<file path="src/design/tcpp_pkg.sv">
package tcpp_pkg;

    // Input word: one pixel's co-located samples
    typedef struct packed {
        logic [7:0]  filter_value;
        logic [15:0] height_sample;
        logic [7:0]  slope_sample;
        logic [7:0]  relative_elevation;
    } t_px_in;

    // Output word: result color and verdict
    typedef struct packed {
        logic [7:0] red_out;
        logic [7:0] green_out;
        logic [7:0] blue_out;
        logic [1:0] verdict;
    } t_px_out;

    // Verdict codes
    localparam logic [1:0] VERDICT_GRAY  = 2'd0;
    localparam logic [1:0] VERDICT_LOW   = 2'd1;
    localparam logic [1:0] VERDICT_HIGH  = 2'd2;
    localparam logic [1:0] VERDICT_STEEP = 2'd3;

    // Config register indexes
    localparam int CFG_IDX_W = 2;
    localparam logic [CFG_IDX_W-1:0] CFG_MIN_HEIGHT = 2'd0;
    localparam logic [CFG_IDX_W-1:0] CFG_MAX_HEIGHT = 2'd1;
    localparam logic [CFG_IDX_W-1:0] CFG_SLOPE_LIM  = 2'd2;
    localparam int CFG_DATA_W = 12;

    // Gray level arithmetic
    localparam int SUM_W     = 11;  // 2f+3d, signed
    localparam int PROD_W    = 19;  // (2f+3d)*m, signed
    localparam int NUM_W     = 19;  // offset numerator, unsigned
    localparam int DEN_W     = 9;   // 2m
    localparam int QUO_W     = 10;  // offset quotient
    localparam int DIV_STEPS = QUO_W;
    localparam int GRAY_OFS  = 192; // keeps the numerator non-negative

    // Pipeline: two front stages, the divider, one output stage
    localparam int NSTG = DIV_STEPS + 3;

endpackage

</file>
<file path="src/design/terrain_cover_probability_pixel.sv">
// Vegetation probability pixel: one pixel in, one color pixel out.
//
// Input channel: i_valid / o_stall with word i_word (filter, height, slope,
// relative elevation). A word is taken at a clock edge with i_valid high and
// o_stall low. Output channel: o_valid / i_stall with word o_word (RGB and
// verdict), taken at an edge with o_valid high and i_stall low.
// Config channel: i_cfg_valid / o_cfg_ready (always ready), i_cfg_index
// selects min height, max height or slope limit; index 3 is ignored.
// Write config only while the pipeline is empty.
//
// Throughput: one word per cycle while the receiver does not stall. Path: the
// two front stages, the 10-stage restoring divider (one quotient bit per stage,
// for the division by twice the slope limit) and the output register. Each
// stage loads whenever it is empty or its successor moves, so a stall from the
// receiver backs up stage by stage and empty slots are filled; nothing is
// dropped or repeated.
// Reset (i_rst_n low, synchronous): pipeline emptied, registers return to
// min 0, max 255, slope limit 255.
module terrain_cover_probability_pixel
    import tcpp_pkg::*;
(
    input  logic                  i_clk,
    input  logic                  i_rst_n,
    input  logic                  i_valid,
    output logic                  o_stall,
    input  t_px_in                i_word,
    output logic                  o_valid,
    input  logic                  i_stall,
    output t_px_out               o_word,
    input  logic                  i_cfg_valid,
    output logic                  o_cfg_ready,
    input  logic [CFG_IDX_W-1:0]  i_cfg_index,
    input  logic [CFG_DATA_W-1:0] i_cfg_data
);

    typedef struct packed {
        logic [NUM_W-1:0] rem;
        logic [QUO_W-1:0] quo;
        logic [DEN_W-1:0] den;
        logic [1:0]       verdict;
        logic             white;
    } t_dv;

    localparam int DIFF_W = NUM_W + 1;
    localparam int S2     = 1;          // index of the numerator stage
    localparam int DV0    = 2;          // first divider stage
    localparam int OUT    = NSTG - 1;   // output stage

    // config registers
    logic signed [11:0] r_min_h;
    logic signed [11:0] r_max_h;
    logic [7:0]         r_slope_lim;

    // stage valid bits and load enables
    logic [NSTG-1:0] r_vld;
    logic [NSTG-1:0] w_rdy;

    // stage 1: verdict and product
    logic signed [PROD_W-1:0] r1_prod;
    logic [7:0]               r1_s;
    logic [7:0]               r1_m;
    logic [1:0]               r1_verdict;
    logic                     r1_white;

    // stage 2: offset numerator and divisor
    logic [NUM_W-1:0] r2_num;
    logic [DEN_W-1:0] r2_den;
    logic [1:0]       r2_verdict;
    logic             r2_white;

    // divider stages
    t_dv r_dv [DIV_STEPS];
    t_dv n_dv [DIV_STEPS];
    t_dv w_src [DIV_STEPS];
    logic [DIFF_W-1:0] w_diff [DIV_STEPS];

    t_px_out r_out;
    t_px_out n_out;

    // stage 1 combinational
    logic [7:0]               w_m_eff;
    logic signed [SUM_W-1:0]  w_sum;
    logic signed [PROD_W-1:0] n1_prod;
    logic [23:0]              w_hs;
    logic signed [28:0]       w_hs_s;
    logic signed [28:0]       w_min_s;
    logic signed [28:0]       w_max_s;
    logic [1:0]               n1_verdict;

    // stage 2 combinational
    logic signed [NUM_W+1:0]  w_num;

    // output stage combinational
    logic [QUO_W-1:0] w_quo;
    logic [7:0]       w_gray;

    assign o_cfg_ready = 1'b1;

    // Ready chain: a stage loads when empty or when the next one moves.
    always_comb begin
        w_rdy[OUT] = !r_vld[OUT] || !i_stall;
        for (int k = OUT - 1; k >= 0; k--) begin
            w_rdy[k] = !r_vld[k] || w_rdy[k+1];
        end
    end

    assign o_stall = !w_rdy[0];
    assign o_valid = r_vld[OUT];
    assign o_word  = r_out;

    // Stage 1: height tests, slope test, (2f+3d)*m.
    // A zero limit uses m = 1: the slope is then zero on the gray path,
    // which gives floor((2f+3d)/2).
    always_comb begin
        w_m_eff = (r_slope_lim == 8'd0) ? 8'd1 : r_slope_lim;
        w_sum   = SUM_W'(signed'({1'b0, i_word.filter_value, 1'b0}))
                + SUM_W'(signed'({1'b0, i_word.relative_elevation}) - 10'sd128) * 11'sd3;
        n1_prod = PROD_W'(w_sum) * PROD_W'(signed'({1'b0, w_m_eff}));
        w_hs    = {i_word.height_sample, 8'd0} - {8'd0, i_word.height_sample};
        w_hs_s  = signed'({5'd0, w_hs});
        w_min_s = 29'(signed'({r_min_h, 16'd0}));
        w_max_s = 29'(signed'({r_max_h, 16'd0}));
        n1_verdict = VERDICT_GRAY;
        if (w_hs_s <= w_min_s) begin
            n1_verdict = VERDICT_LOW;
        end
        if (w_hs_s >= w_max_s) begin
            n1_verdict = VERDICT_HIGH;
        end
        if (i_word.slope_sample > r_slope_lim) begin
            n1_verdict = VERDICT_STEEP;
        end
    end

    // Stage 2: numerator + 200s + GRAY_OFS*2m, never negative
    always_comb begin
        w_num = (NUM_W+2)'(r1_prod)
              + (NUM_W+2)'(signed'({1'b0, r1_s})) * (NUM_W+2)'(200)
              + (NUM_W+2)'(signed'({1'b0, r1_m})) * (NUM_W+2)'(2 * GRAY_OFS);
    end

    // Divider: one restoring step per stage, MSB of the quotient first
    always_comb begin
        w_src[0].rem     = r2_num;
        w_src[0].quo     = '0;
        w_src[0].den     = r2_den;
        w_src[0].verdict = r2_verdict;
        w_src[0].white   = r2_white;
        for (int j = 1; j < DIV_STEPS; j++) begin
            w_src[j] = r_dv[j-1];
        end
        for (int j = 0; j < DIV_STEPS; j++) begin
            w_diff[j] = {1'b0, w_src[j].rem}
                      - (DIFF_W'(w_src[j].den) << (DIV_STEPS - 1 - j));
            n_dv[j] = w_src[j];
            if (!w_diff[j][DIFF_W-1]) begin
                n_dv[j].rem = w_diff[j][NUM_W-1:0];
                n_dv[j].quo[DIV_STEPS-1-j] = 1'b1;
            end
        end
    end

    // Output: remove offset, clamp, pick color
    always_comb begin
        w_quo = r_dv[DIV_STEPS-1].quo;
        if (w_quo < QUO_W'(GRAY_OFS)) begin
            w_gray = 8'd0;
        end else if (w_quo > QUO_W'(GRAY_OFS + 255)) begin
            w_gray = 8'd255;
        end else begin
            w_gray = 8'(w_quo - QUO_W'(GRAY_OFS));
        end
        n_out.verdict = r_dv[DIV_STEPS-1].verdict;
        case (r_dv[DIV_STEPS-1].verdict)
            VERDICT_LOW: begin
                n_out.red_out = 8'd0; n_out.green_out = 8'd0; n_out.blue_out = 8'd255;
            end
            VERDICT_HIGH: begin
                n_out.red_out = 8'd0; n_out.green_out = 8'd255; n_out.blue_out = 8'd0;
            end
            VERDICT_STEEP: begin
                n_out.red_out = 8'd0; n_out.green_out = 8'd128; n_out.blue_out = 8'd255;
            end
            default: begin
                n_out.red_out = w_gray; n_out.green_out = w_gray; n_out.blue_out = w_gray;
            end
        endcase
        if (r_dv[DIV_STEPS-1].white) begin
            n_out.red_out   = 8'd255;
            n_out.green_out = 8'd255;
            n_out.blue_out  = 8'd255;
            n_out.verdict   = VERDICT_GRAY;
        end
    end

    // Control: valid bits and config registers
    always_ff @(posedge i_clk) begin
        if (!i_rst_n) begin
            r_vld       <= '0;
            r_min_h     <= 12'sd0;
            r_max_h     <= 12'sd255;
            r_slope_lim <= 8'd255;
        end else begin
            if (w_rdy[0]) begin
                r_vld[0] <= i_valid;
            end
            for (int k = 1; k < NSTG; k++) begin
                if (w_rdy[k]) begin
                    r_vld[k] <= r_vld[k-1];
                end
            end
            if (i_cfg_valid) begin
                case (i_cfg_index)
                    CFG_MIN_HEIGHT: r_min_h     <= signed'(i_cfg_data);
                    CFG_MAX_HEIGHT: r_max_h     <= signed'(i_cfg_data);
                    CFG_SLOPE_LIM:  r_slope_lim <= i_cfg_data[7:0];
                    default: ;
                endcase
            end
        end
    end

    // Payload registers, loaded when the stage takes a word
    always_ff @(posedge i_clk) begin
        if (w_rdy[0] && i_valid) begin
            r1_prod    <= n1_prod;
            r1_s       <= i_word.slope_sample;
            r1_m       <= w_m_eff;
            r1_verdict <= n1_verdict;
            r1_white   <= (i_word.filter_value == 8'd255);
        end
        if (w_rdy[S2] && r_vld[S2-1]) begin
            r2_num     <= w_num[NUM_W-1:0];
            r2_den     <= {r1_m, 1'b0};
            r2_verdict <= r1_verdict;
            r2_white   <= r1_white;
        end
        for (int j = 0; j < DIV_STEPS; j++) begin
            if (w_rdy[DV0+j] && r_vld[DV0+j-1]) begin
                r_dv[j] <= n_dv[j];
            end
        end
        if (w_rdy[OUT] && r_vld[OUT-1]) begin
            r_out <= n_out;
        end
    end

endmodule

</file>
<file path="config.mk">
export PLATFORM = sky130hd
export DESIGN_NAME = terrain_cover_probability_pixel
export DESIGN_NICKNAME = d
export VERILOG_FILES = /design/src/design/tcpp_pkg.sv /design/src/design/terrain_cover_probability_pixel.sv
export SDC_FILE = /design/constraint.sdc
export NUM_CORES = 1
export LEC_CHECK = 0
export BUFFER_PORTS_ARGS = -buffer_cell sky130_fd_sc_hd__buf_2
export CORE_MARGIN = 2
export CORE_UTILIZATION = 60
export DETAILED_ROUTE_END_ITERATION = 10
export PLACE_DENSITY = 0.73
export SKIP_LAST_GASP = 1
export SYNTH_ARGS = -nofsm -noshare
export SYNTH_HDL_FRONTEND = slang
export SYNTH_SLANG_ARGS = --single-unit
</file>
<file path="constraint.sdc">
create_clock -name i_clk -period 23.3 [get_ports i_clk]
set_input_delay 4.66 -clock i_clk [delete_from_list [all_inputs] [get_ports i_clk]]
set_output_delay 4.66 -clock i_clk [all_outputs]
set_load 0.01 [all_outputs]
</file>
==> results list, run 1 <==
- Max-capacitance violation count: 0
- The routed layout has 15944 vias.
- Total setup buffers inserted after CTS: 0
* Warnings, synthesis: 0
- After clock tree synthesis, the repair step resized 0 gates.
- Primary FF master, synth: sky130_fd_sc_hd__edfxtp_1
- Minimum clock period: 11.56 ns
- Met2 Resource Use GR: 0.357
- The count of buffers added on input and output ports is 86.
- Entering global routing, the biggest net connects 46 pins.
- Together, buffers and inverters on the worst path number 2.
- In this run, distinct cell masters in the synthesized netlist total 73.
- The first global-routing pass estimated 73500 um of wire.
* Area fraction of the dominant cell type after synthesis: 0.473
* Vias in the first global route: 15982
- For this run, global-route usage on met1 was measured as 0.247.
- Horizontal extent of the die: 213 um
- Setup repair after global routing left no endpoint under its margin.
- STA classifies the critical path startpoint as an input pin.
* Most utilized layer in the global route result: met2
* Antenna-violating nets left: 0
* Core ar.: 0.0430 sq mm
- The worst hold path belongs to the class reg -> reg.
- TritonCTS built the clock tree.
- No sink is reached through more buffers than the 3 on the longest clock path.
* Standard-cell row count: 76
* Clock latency of the later-clocked register in the worst-skew pair: slightly below 0.6 ns
- Dividing the final minimum period by the clock period gives 0.496.
- Async set or reset register ratio after synthesis: 0
- The critical path goes through buf_2 -> and4_1 -> and3_1 -> and3_1 -> and4_1 -> and2_1 -> and3_1 -> buf_2.
- Routability-driven placement congestion ratio: roughly 0.88
- In this run the clock root is driven by a sky130_fd_sc_hd__clkbuf_16.
* Sum of negative setup slack: 0 ns
* Nets@finish: 2698
- Clock edge transition at the registers on the reported setup and hold paths: ~0.060 ns
* Area enclosed by the die boundary: 0.0452 sq mm
- The initial antenna violation count came to 0.
- The floorplan step set the die height to 213 um.
* Pre-antenna DRT Iters: 7
* Critical Path Fanout Max: 6
- The library cell used most frequently in the layout, excluding fill and tap cells, is sky130_fd_sc_hd__edfxtp_1.
* TritonCTS sink count: about 460
- Post-synth top area cell: sky130_fd_sc_hd__edfxtp_1
- The detailed router finished its first iteration with 910 violations.
- The worst setup path is captured at an output port.
* Register-to-register setup slack: 17.67 ns
- Post-placement worst setup slack: roughly 11 ns
* Most used cell, CP: sky130_fd_sc_hd__and3_1
- The run finished with clean final reports.
* Antenna diode count: 0
- Clock skew on the completed layout was measured at roughly 0.022 ns.
- At the pin with the least slew margin, the transition time is 1.27 ns.
- Arrival time of data at the critical path endpoint: about 6.9 ns
- Across all setup checks in the final design, the least slack found is ~12 ns.
* Kind of critical path: in -> out
- The number of nets in the synthesized netlist is 2589.
* Count of hold buffers inserted by post-cts repair: 0
* Total number of H-tree levels: 2
- In this run the cell area of the synthesized design comes to 0.0261 sq mm.
- The endpoint identified for the worst register-to-register timing path is r1_prod[17].
- After detailed routing, the total wire length is approximately 44000 um.
- Leaving out fill and tap cells, the most frequent cells in the layout are sky130_fd_sc_hd__edfxtp_1, sky130_fd_sc_hd__inv_1, sky130_fd_sc_hd__ha_1.
- Highest Clock Rate: roughly 86 MHz
* Max Transition Viols Final: 0
* Synth area leaders: sky130_fd_sc_hd__edfxtp_1, sky130_fd_sc_hd__ha_1, sky130_fd_sc_hd__fa_1, sky130_fd_sc_hd__inv_1, sky130_fd_sc_hd__dfxtp_1
- Synth-to-layout area growth: 10.4%
* Syn Area/Cell: around 12 sq um
- In the synthesized netlist, the number of instances is 2207.
- Counting the fill cells in the layout gives 3218.
- TritonCTS created 47 clock buffers.
- Counting flops with a built-in enable in the synthesized netlist gives 411.
* Required arrival time at the worst endpoint: 18.64 ns
- The initial utilization of the core area, before any placement, comes to 0.607.
- Setup violation total in the final timing report: 0
- The kind of cell with the highest combined delay along the critical path is simple AND/OR/NAND/NOR gates.
* Met3 capacity usage during global routing: 0.0350
- Average vias per placed instance: between 5 and 6
- End point of the critical path: o_stall
- Dividing the detail-routed wire length by the instance count gives 15.1 um.
- After synthesis the netlist holds a flip-flop and latch count of between 400 and 500.
- Worst r2r src: r_slope_lim[6]
- I/O pin cnt: 88
- Cell count along the critical path: 8
* Total global-route track usage: 0.200
- The slowest stage of the critical path belongs to the cell sky130_fd_sc_hd__and4_1.
* Slew headroom: 0.152
- Fraction of final layout cells sized beyond drive strength 1: 0.106
* Maximum single-stage delay on the critical path: around 0.38 ns
- Worst setup path start: i_stall
- After global routing the overflow that remains totals 0.
* Sequential area share after synthesis: 0.507
* Reg2reg path depth: 19
- DRC violation count after routing: 0
* HPWL after detailed placement: 33900 um
- Number of hold-slack violations in the final timing report: 0
[Yosys cell counts (6+ instances only)]
| cell | n |
|---|---|
| sky130_fd_sc_hd__nand2_1 | 129 |
| sky130_fd_sc_hd__xnor2_1 | 73 |
| sky130_fd_sc_hd__and2_1 | 49 |
| sky130_fd_sc_hd__a211oi_1 | 15 |
| sky130_fd_sc_hd__o31a_1 | 8 |
| sky130_fd_sc_hd__nor2b_1 | 62 |
| sky130_fd_sc_hd__clkbuf_1 | 32 |
| sky130_fd_sc_hd__mux2i_1 | 20 |
| sky130_fd_sc_hd__or2_2 | 18 |
| sky130_fd_sc_hd__o211ai_1 | 27 |
| sky130_fd_sc_hd__mux2_2 | 38 |
| sky130_fd_sc_hd__nand3_1 | 13 |
| sky130_fd_sc_hd__o31ai_1 | 8 |
| sky130_fd_sc_hd__ha_1 | 225 |
| sky130_fd_sc_hd__a21oi_1 | 84 |
| sky130_fd_sc_hd__nor2_1 | 115 |
| sky130_fd_sc_hd__fa_1 | 98 |
| sky130_fd_sc_hd__nor3_1 | 41 |
| sky130_fd_sc_hd__or3_1 | 11 |
| sky130_fd_sc_hd__dfxtp_1 | 45 |
| sky130_fd_sc_hd__o41ai_1 | 6 |
| sky130_fd_sc_hd__o21a_1 | 43 |
| sky130_fd_sc_hd__o21ai_0 | 89 |
| sky130_fd_sc_hd__xor2_1 | 36 |
| sky130_fd_sc_hd__and3_1 | 9 |
| sky130_fd_sc_hd__a21boi_0 | 20 |
| sky130_fd_sc_hd__inv_1 | 323 |
| sky130_fd_sc_hd__a21o_1 | 26 |
| sky130_fd_sc_hd__nand2b_1 | 40 |
| sky130_fd_sc_hd__nand4_1 | 9 |
| sky130_fd_sc_hd__edfxtp_1 | 411 |
| sky130_fd_sc_hd__nor4_1 | 8 |
[layout make-up]
class,count,area [sq um],area share
Clock buffer,58,1300,0.0452
Inverter,323,1210,0.0421
Sequential cell,456,13200,0.459
Tap cell,585,732,0.0254
Timing Repair Buffer,96,505,0.0175
Clock inverter,29,239,0.00829
Multi-Input combinational cell,1392,11600,0.402
[state kept, by name, indices dropped and copies added (netlist names), 12 cells and up]
name	count
r_dv	319
o_word	26
r1_prod	18
r2_num	18
r_vld	13
r_max_h	12
r_min_h	12
[through the flow]
step	hold WS [ns]	instances	utilization	area, sq um
2_1_floorplan	0.400	2207	-	26100
3_3_place_gp	0.401	2852	0.635	27300
3_5_place_dp	0.405	2852	0.635	27300
4_1_cts	0.407	2939	0.671	28800
5_1_grt	0.413	2939	0.671	28800
6_report	0.412	2939	0.671	28800
[logic make-up (layout without fill, tap and decap cells)]
kind of cell / count (synthesis) / count (layout) / synth area share
AND/OR/NAND/NOR: 527 / 527 / 0.103
flip-flops: 456 / 456 / 0.507
AO/OA/AOI/OAI: 374 / 374 / 0.0939
buffers and inverters: 359 / 506 / 0.0521
adder cells (fa/ha/maj): 323 / 323 / 0.183
XOR/XNOR: 109 / 109 / 0.0366
multiplexers: 58 / 58 / 0.0241
other: 1 / 1 / 0.000144
[per-layer routing]
metal | share of wire | up-vias
li1 | - | 7917
met1 | 0.42 | 7665
met2 | 0.51 | 270
met3 | 0.040 | 92
met4 | 0.025 | 0
met5 | 0 | -
[how the worst min path moves through the flow]
stage,end,start,cells past startpoint
floorplan,r2_num[1],r1_prod[1],0
global placement,r_dv[1][28],r_dv[0][28],0
detailed placement,r_dv[1][0],r_dv[0][0],0
CTS,r_dv[4][26],r_dv[3][26],0
global route,r_dv[4][26],r_dv[3][26],0
finish,r_dv[9][20],r_dv[8][20],0
Power of run 1 is not shown: default switching activity piles up to over one toggle a cycle in this logic, so the estimate is an artifact.
==> inputs of run 2 (changes only) <==
- CORE_UTILIZATION: 60 -> 57
- clock period: 23.3 -> 10 ns (I/O delays scaled with it)
==> results list, run 2 (synthesis gave the netlist of run 1 again) <==
* Worst r2r src: r_slope_lim[4]
* Finished Core Util: 0.637 (-0.0334)
- Highest Clock Rate: around 120 MHz
- The maximum clock skew at final layout came to 0.0218 ns (-0.000228 ns).
- Highest-count cells in the layout ignoring fill and taps: sky130_fd_sc_hd__edfxtp_1, sky130_fd_sc_hd__inv_1, sky130_fd_sc_hd__ha_1
- Slew headroom: 0.148 (-0.00304)
* Total setup buffers inserted after CTS: 0 (unchanged)
* Minimum clock period: 8.49 ns
* RSZ-0062 raised after global routing: false
* Aggregate routed wire length: 44500 um (+0.51%)
- Sum of negative setup slack: 0 ns (unchanged)
- Tracing the worst setup path back leads to its startpoint at i_word[1].
* Vias post-DR: 15909 (-0.22%)
* Required arrival time at the worst endpoint: 10.33 ns (-8.31 ns)
* Pre-antenna DRT Iters: 5 (-2)
* Clock buffer count from CTS: 48 (+2.1%)
- The count of pins on the block boundary was 88 (unchanged).
- The delay of the slowest cell on the worst path is 0.57 ns (+0.19 ns).
* Setup violation total in the final timing report: 0 (unchanged)
* Initial core utilization: 0.577 (-0.0309)
- Kind of critical path: in -> reg
- Nets@finish: 2700 (+0.074%)
- The number of maximum-capacitance violations came to 0 (unchanged).
- The average via count per standard cell is 5.38 (-0.86%).
- TritonCTS built the clock tree.
- Antenna diode count: 0 (unchanged)
- The count of unresolved DRC violations after routing was 0 (unchanged).
- HPWL after detailed placement: 33800 um (-0.40%)
* End point of the critical path: r1_prod[17]
- TritonCTS sink count: 456 (unchanged)
- The placeable core region was 0.0453 sq mm (+5.4%).
* Maximum number of pins on one net before global-route repair: 46 (unchanged)
* Slowest-stage cell, CP: sky130_fd_sc_hd__fa_1
* Category of the worst setup path launch point: input pin
- Count of port buffers added during placement: 86 (unchanged)
- The post-CTS resize count was 0 (unchanged).
- The number of global-route vias before repair was 16176 (+1.2%).
- Clock edge transition at the registers on the reported setup and hold paths: 0.06 ns (about the same)
- The transition time of the tightest slew-check pin is 1.27 ns (+0.00181 ns).
* Wire length of the first global-routing pass: 74300 um (+1.1%)
* Die Y-Extent: 218 um (+2.5%)
- Clock latency of the later-clocked register in the worst-skew pair: 0.59 ns (about the same)
- Most used cell, CP: sky130_fd_sc_hd__inv_1
- The library cell used most frequently in the layout, excluding fill and tap cells, is sky130_fd_sc_hd__edfxtp_1.
- Detailed router's first-iteration violation count: 728 (-20%)
- Counting flops per register, the top entry is r_dv.
* Path class of the lowest-slack min-delay path: reg -> reg
- FF-to-FF End: r1_prod[17]
* Initial antenna violation count: 0 (unchanged)
- The number of endpoints with negative hold slack in the final report was 0 (unchanged).
- Fraction of final layout cells sized beyond drive strength 1: 0.104 (-0.00145)
* Fill count: 3456 (+7.4%)
- The worst setup path is captured at a register.
- Count of hold buffers inserted by post-cts repair: 0 (unchanged)
- Total global-route track usage: 0.192 (-0.00837)
- Compared with the post-synthesis result, the final layout area differs by 10.5%.
- Leftover overflow at the end of global routing: 0 (unchanged)
- Root cell of the clock tree: sky130_fd_sc_hd__clkbuf_16
- Routed len/inst: 15.0 um (-0.13%)
- Register-to-register setup slack: 4.47 ns (-13.20 ns)
- Max Transition Viols Final: 0 (unchanged)
- Maximum number of buffers from clock root to sink: 3 (unchanged)
- Largest register FFs: 319 (unchanged)
- The post-route antenna net violation count came to 0 (unchanged).
- Horizontal extent of the die: 218 um (+2.5%)
* Status: complete, no violations
* Total number of H-tree levels: 2 (unchanged)
* Arrival time of data at the critical path endpoint: 8.82 ns (+1.92 ns)
* Reg2reg path depth: 19 (unchanged)
* Critical Path Fanout Max: 10 (+4)
* Standard-cell row count: 78 (+2.6%)
- Area enclosed by the die boundary: 0.0475 sq mm (+5.2%)
* Routability-driven placement congestion ratio: 0.837 (-4.6%)
- Share of the cycle needed by the critical path after routing: 0.849
==> run 2: through the flow <==
step / area (sq um) / hold slack [ns] / setup WS [ns] / cells
after floorplan: 26100 / 0.400 / 1.59 / 2207
after global placement: 27300 / 0.401 / 1.01 / 2868
after detailed placement: 27300 / 0.405 / 0.929 / 2868
after CTS: 28900 / 0.390 / 1.52 / 2958
after global routing: 28900 / 0.400 / 0.964 / 2958
final: 28900 / 0.400 / 1.51 / 2958
==> run 2: worst min-delay path by stage <==
| stage | slack, ns | startpoint | end | cells past startpoint |
|---|---|---|---|---|
| detailed placement | 0.40 | r2_num[2] | r_dv[0][24] | 0 |
| global placement | 0.40 | r_dv[1][27] | r_dv[2][27] | 0 |
| CTS | 0.39 | r2_num[2] | r_dv[0][24] | 0 |
| finish | 0.40 | r2_num[2] | r_dv[0][24] | 0 |
| global route | 0.40 | r_dv[3][21] | r_dv[4][21] | 0 |
| floorplan | 0.40 | r1_prod[1] | r2_num[1] | 0 |
==> run 2: cell type report <==
class	count	area [sq um]	share of cell area
flip-flops and latches	456	13200	0.459
repair buffers	97	513	0.0178
inverters	323	1210	0.0420
well taps	600	751	0.0260
multi-input cells	1392	11600	0.401
clock buffers	53	1220	0.0423
clock inverters	37	332	0.0115
==> run 2: worst max-delay path: cells and delay by family <==
kind | cells | cell delay [ns]
xor+xnor | 2 | 0.63
fa+ha+maj | 9 | 3.65
simple gates | 3 | 0.50
compound gates | 7 | 1.53
buf+inv | 8 | 0.50
==> run 2: metal layers <==
| metal | up-vias | part of all wire | global-route usage |
|---|---|---|---|
| li1 | 7930 | - | - |
| met5 | - | 0 | 0 |
| met4 | 0 | 0.026 | 0.0610 |
| met1 | 7601 | 0.42 | 0.233 |
| met2 | 293 | 0.51 | 0.345 |
| met3 | 85 | 0.040 | 0.0344 |
Power of run 2 is left out for the same reason.
==> inputs of run 3 (changes only) <==
- clock period: 10 -> 6.9 ns (I/O delays scaled with it)
==> results list, run 3 (synthesis gave the netlist of run 1 again) <==
* Initial core utilization: 0.577 (unchanged)
- Highest Clock Rate: 143 MHz
* Routability-driven placement congestion ratio: 0.836 (about the same)
* Average vias per placed instance: 5.38 (about the same)
* Core ar.: 0.0453 sq mm (unchanged)
- More flip-flops sit in one register than any other, and that register is r_dv.
- Slowest-stage cell, CP: sky130_fd_sc_hd__fa_1
- The min-delay analysis places its worst path in the category reg -> reg.
* Crit path buf inv count: 8 (unchanged)
- Fraction of final layout cells sized beyond drive strength 1: 0.145 (+0.0410)
- The die area was 0.0475 sq mm (unchanged).
- Category of the worst setup path launch point: input pin
- Max-capacitance violation count: 0 (unchanged)
* Aggregate routed wire length: 45700 um (+2.7%)
* Crit end category: register
- Status: finished, violations left
- Root cell of the clock tree: sky130_fd_sc_hd__clkbuf_16
* Worst setup path start: i_word[2]
* Clock edge transition at the registers on the reported setup and hold paths: 0.06 ns (about the same)
- The pin count of the biggest net entering global routing was 46 (unchanged).
- The number of flip-flops under the largest register name came to 319 (unchanged).
- Hold endpoint: r_dv[0][26]
* Setup violation total in the final timing report: 2 (+2)
- RSZ-0062 raised after global routing: true
- Vias post-DR: 16212 (+1.9%)
- Max Transition Viols Final: 0 (unchanged)
- The number of global-route vias before repair came to 16706 (+3.3%).
- Initial antenna violation count: 0 (unchanged)
- Reg2reg path depth: 21 (+2)
- DRC violation count after routing: 0 (unchanged)
* Share of the cycle needed by the critical path after routing: 1.01
- Nets@finish: 2760 (+2.2%)
* Count of port buffers added during placement: 86 (unchanged)
- Wire length of the first global-routing pass: 76400 um (+2.8%)
* Standard-cell row count: 78 (unchanged)
- The total of fill cells in the finished design was 3368 (-2.5%).
- Cell type group with the largest total delay on the critical path: adder cells
- The overflow left after global routing is 0 (unchanged).
- FF-to-FF End: r2_num[18]
* Pre-antenna DRT Iters: 5 (unchanged)
- Required arrival time at the worst endpoint: 7.23 ns (-3.10 ns)
- Violations in the final reports: setup timing
* TritonCTS sink count: 456 (unchanged)
- The cell depth of the worst min-delay path is 0 (unchanged).
- The wire length per cell came to 15.2 um (+0.70%).
- Synth-to-layout area growth: 13.3%
* Post-route worst setup slack: -0.0753 ns (-1.58 ns)
* Die Y-Extent: 218 um (unchanged)
- The global-route usage over all layers is 0.196 (+0.00448).
* Worst r2r src: r1_s[2]
* Clock Skews: 0.0296 ns (+0.00784 ns)
* Critical Path Fanout Max: 5 (-5)
- HPWL after detailed placement: 34600 um (+2.5%)
- The source-to-sink clock delay at the later pin of the worst-skew pair came to 0.60 ns (about the same).
* Placed cell count: 2921 (+1.8%)
- Leaving out fill and tap cells, the most frequent cell in the layout is sky130_fd_sc_hd__edfxtp_1.
* Most used cell, CP: sky130_fd_sc_hd__fa_1
* Register-to-register setup slack: 1.47 ns (-3.00 ns)
* Area used by multi-input combinational logic: 0.0119 sq mm (+2.4%)
* TritonCTS clock tree: yes
- The maximum level of the CTS H-tree is 2 (unchanged).
- Minimum clock period: 6.98 ns
- Register area: 0.0132 sq mm (unchanged)
- Maximum number of buffers from clock root to sink: 3 (unchanged)
- Kind of critical path: in -> reg
* Slew headroom: 0.170 (+0.0213)
- The number of antenna repair diodes came to 0 (unchanged).
- Highest-count cells in the layout ignoring fill and taps: sky130_fd_sc_hd__edfxtp_1, sky130_fd_sc_hd__inv_1, sky130_fd_sc_hd__ha_1
* Non-filler instance count after layout: 3016 (+2.0%)
- The hold-fix buffer count after cts was 0 (unchanged).
- The count of pins on the block boundary came to 88 (unchanged).
- The post-route antenna net violation count was 0 (unchanged).
* Horizontal extent of the die: 218 um (unchanged)
* Hold_sp: r2_num[4]
- The worst endpoint data arrival time was 7.30 ns (-1.52 ns).
- The number of endpoints with negative hold slack in the final report came to 0 (unchanged).
* Clock buffer count from CTS: 47 (-2.1%)
- The transition time of the tightest slew-check pin is 1.24 ns (-0.0317 ns).
- Maximum single-stage delay on the critical path: 0.50 ns (-0.07 ns)
- Detailed router's first-iteration violation count: 765 (+5.1%)
## run 3: cell types whose count changed in the layout (fill, tap and decap cells not counted), sizes merged
cell	before	now
clkinv	30	21
clkinvlp	2	4
clkbuf	53	57
buf	97	158
## run 3: routing by layer
layer	share of wire	GRT usage
met3	0.033	0.0317
met4	0.021	0.0594
met1	0.42	0.238
met2	0.53	0.357
met5	0	0
## run 3: per-stage QoR
step                      instance area, sq um  worst slack [ns]  TNS [ns]  hold WS [ns]   util
after floorplan                          26300            -0.342    -0.905         0.400      -
after global placement                   27900            -0.638     -3.99         0.400  0.616
after detailed placement                 27900            -0.837     -5.43         0.405  0.616
after CTS                                29500           -0.0882    -0.104         0.387  0.652
after global routing                     29600            -0.329    -0.940         0.397  0.653
final                                    29600           -0.0753    -0.128         0.393  0.653
## run 3: area by class of cell
type	count	area share
sequential	456	0.448
clock inverter	30	0.0104
tap	600	0.0254
multi-input combinational	1392	0.401
inverter	323	0.0411
clock buffer	57	0.0410
timing repair buffer	158	0.0335
## run 3: worst max-delay path by stage
stage                        endpoint  slack (ns)  cells after the start
after CTS                 r1_prod[17]       -0.09                     29
final                     r1_prod[18]       -0.08                     29
after detailed placement  r1_prod[17]       -0.84                     29
after global placement    r1_prod[17]       -0.64                     29
after global routing      r1_prod[17]       -0.33                     29
after floorplan           r1_prod[17]       -0.34                     28
## run 3: repair_timing
| item | 4_1_cts | 5_1_grt |
|---|---|---|
| setup endpoints to repair | 4 | 6 |
| setup buffers | 4 | 4 |
| hold endpoints to repair | 0 | 0 |
| pin swaps | 19 | 17 |
| resized for setup | 22 | 7 |
Power of run 3 is left out for the same reason.
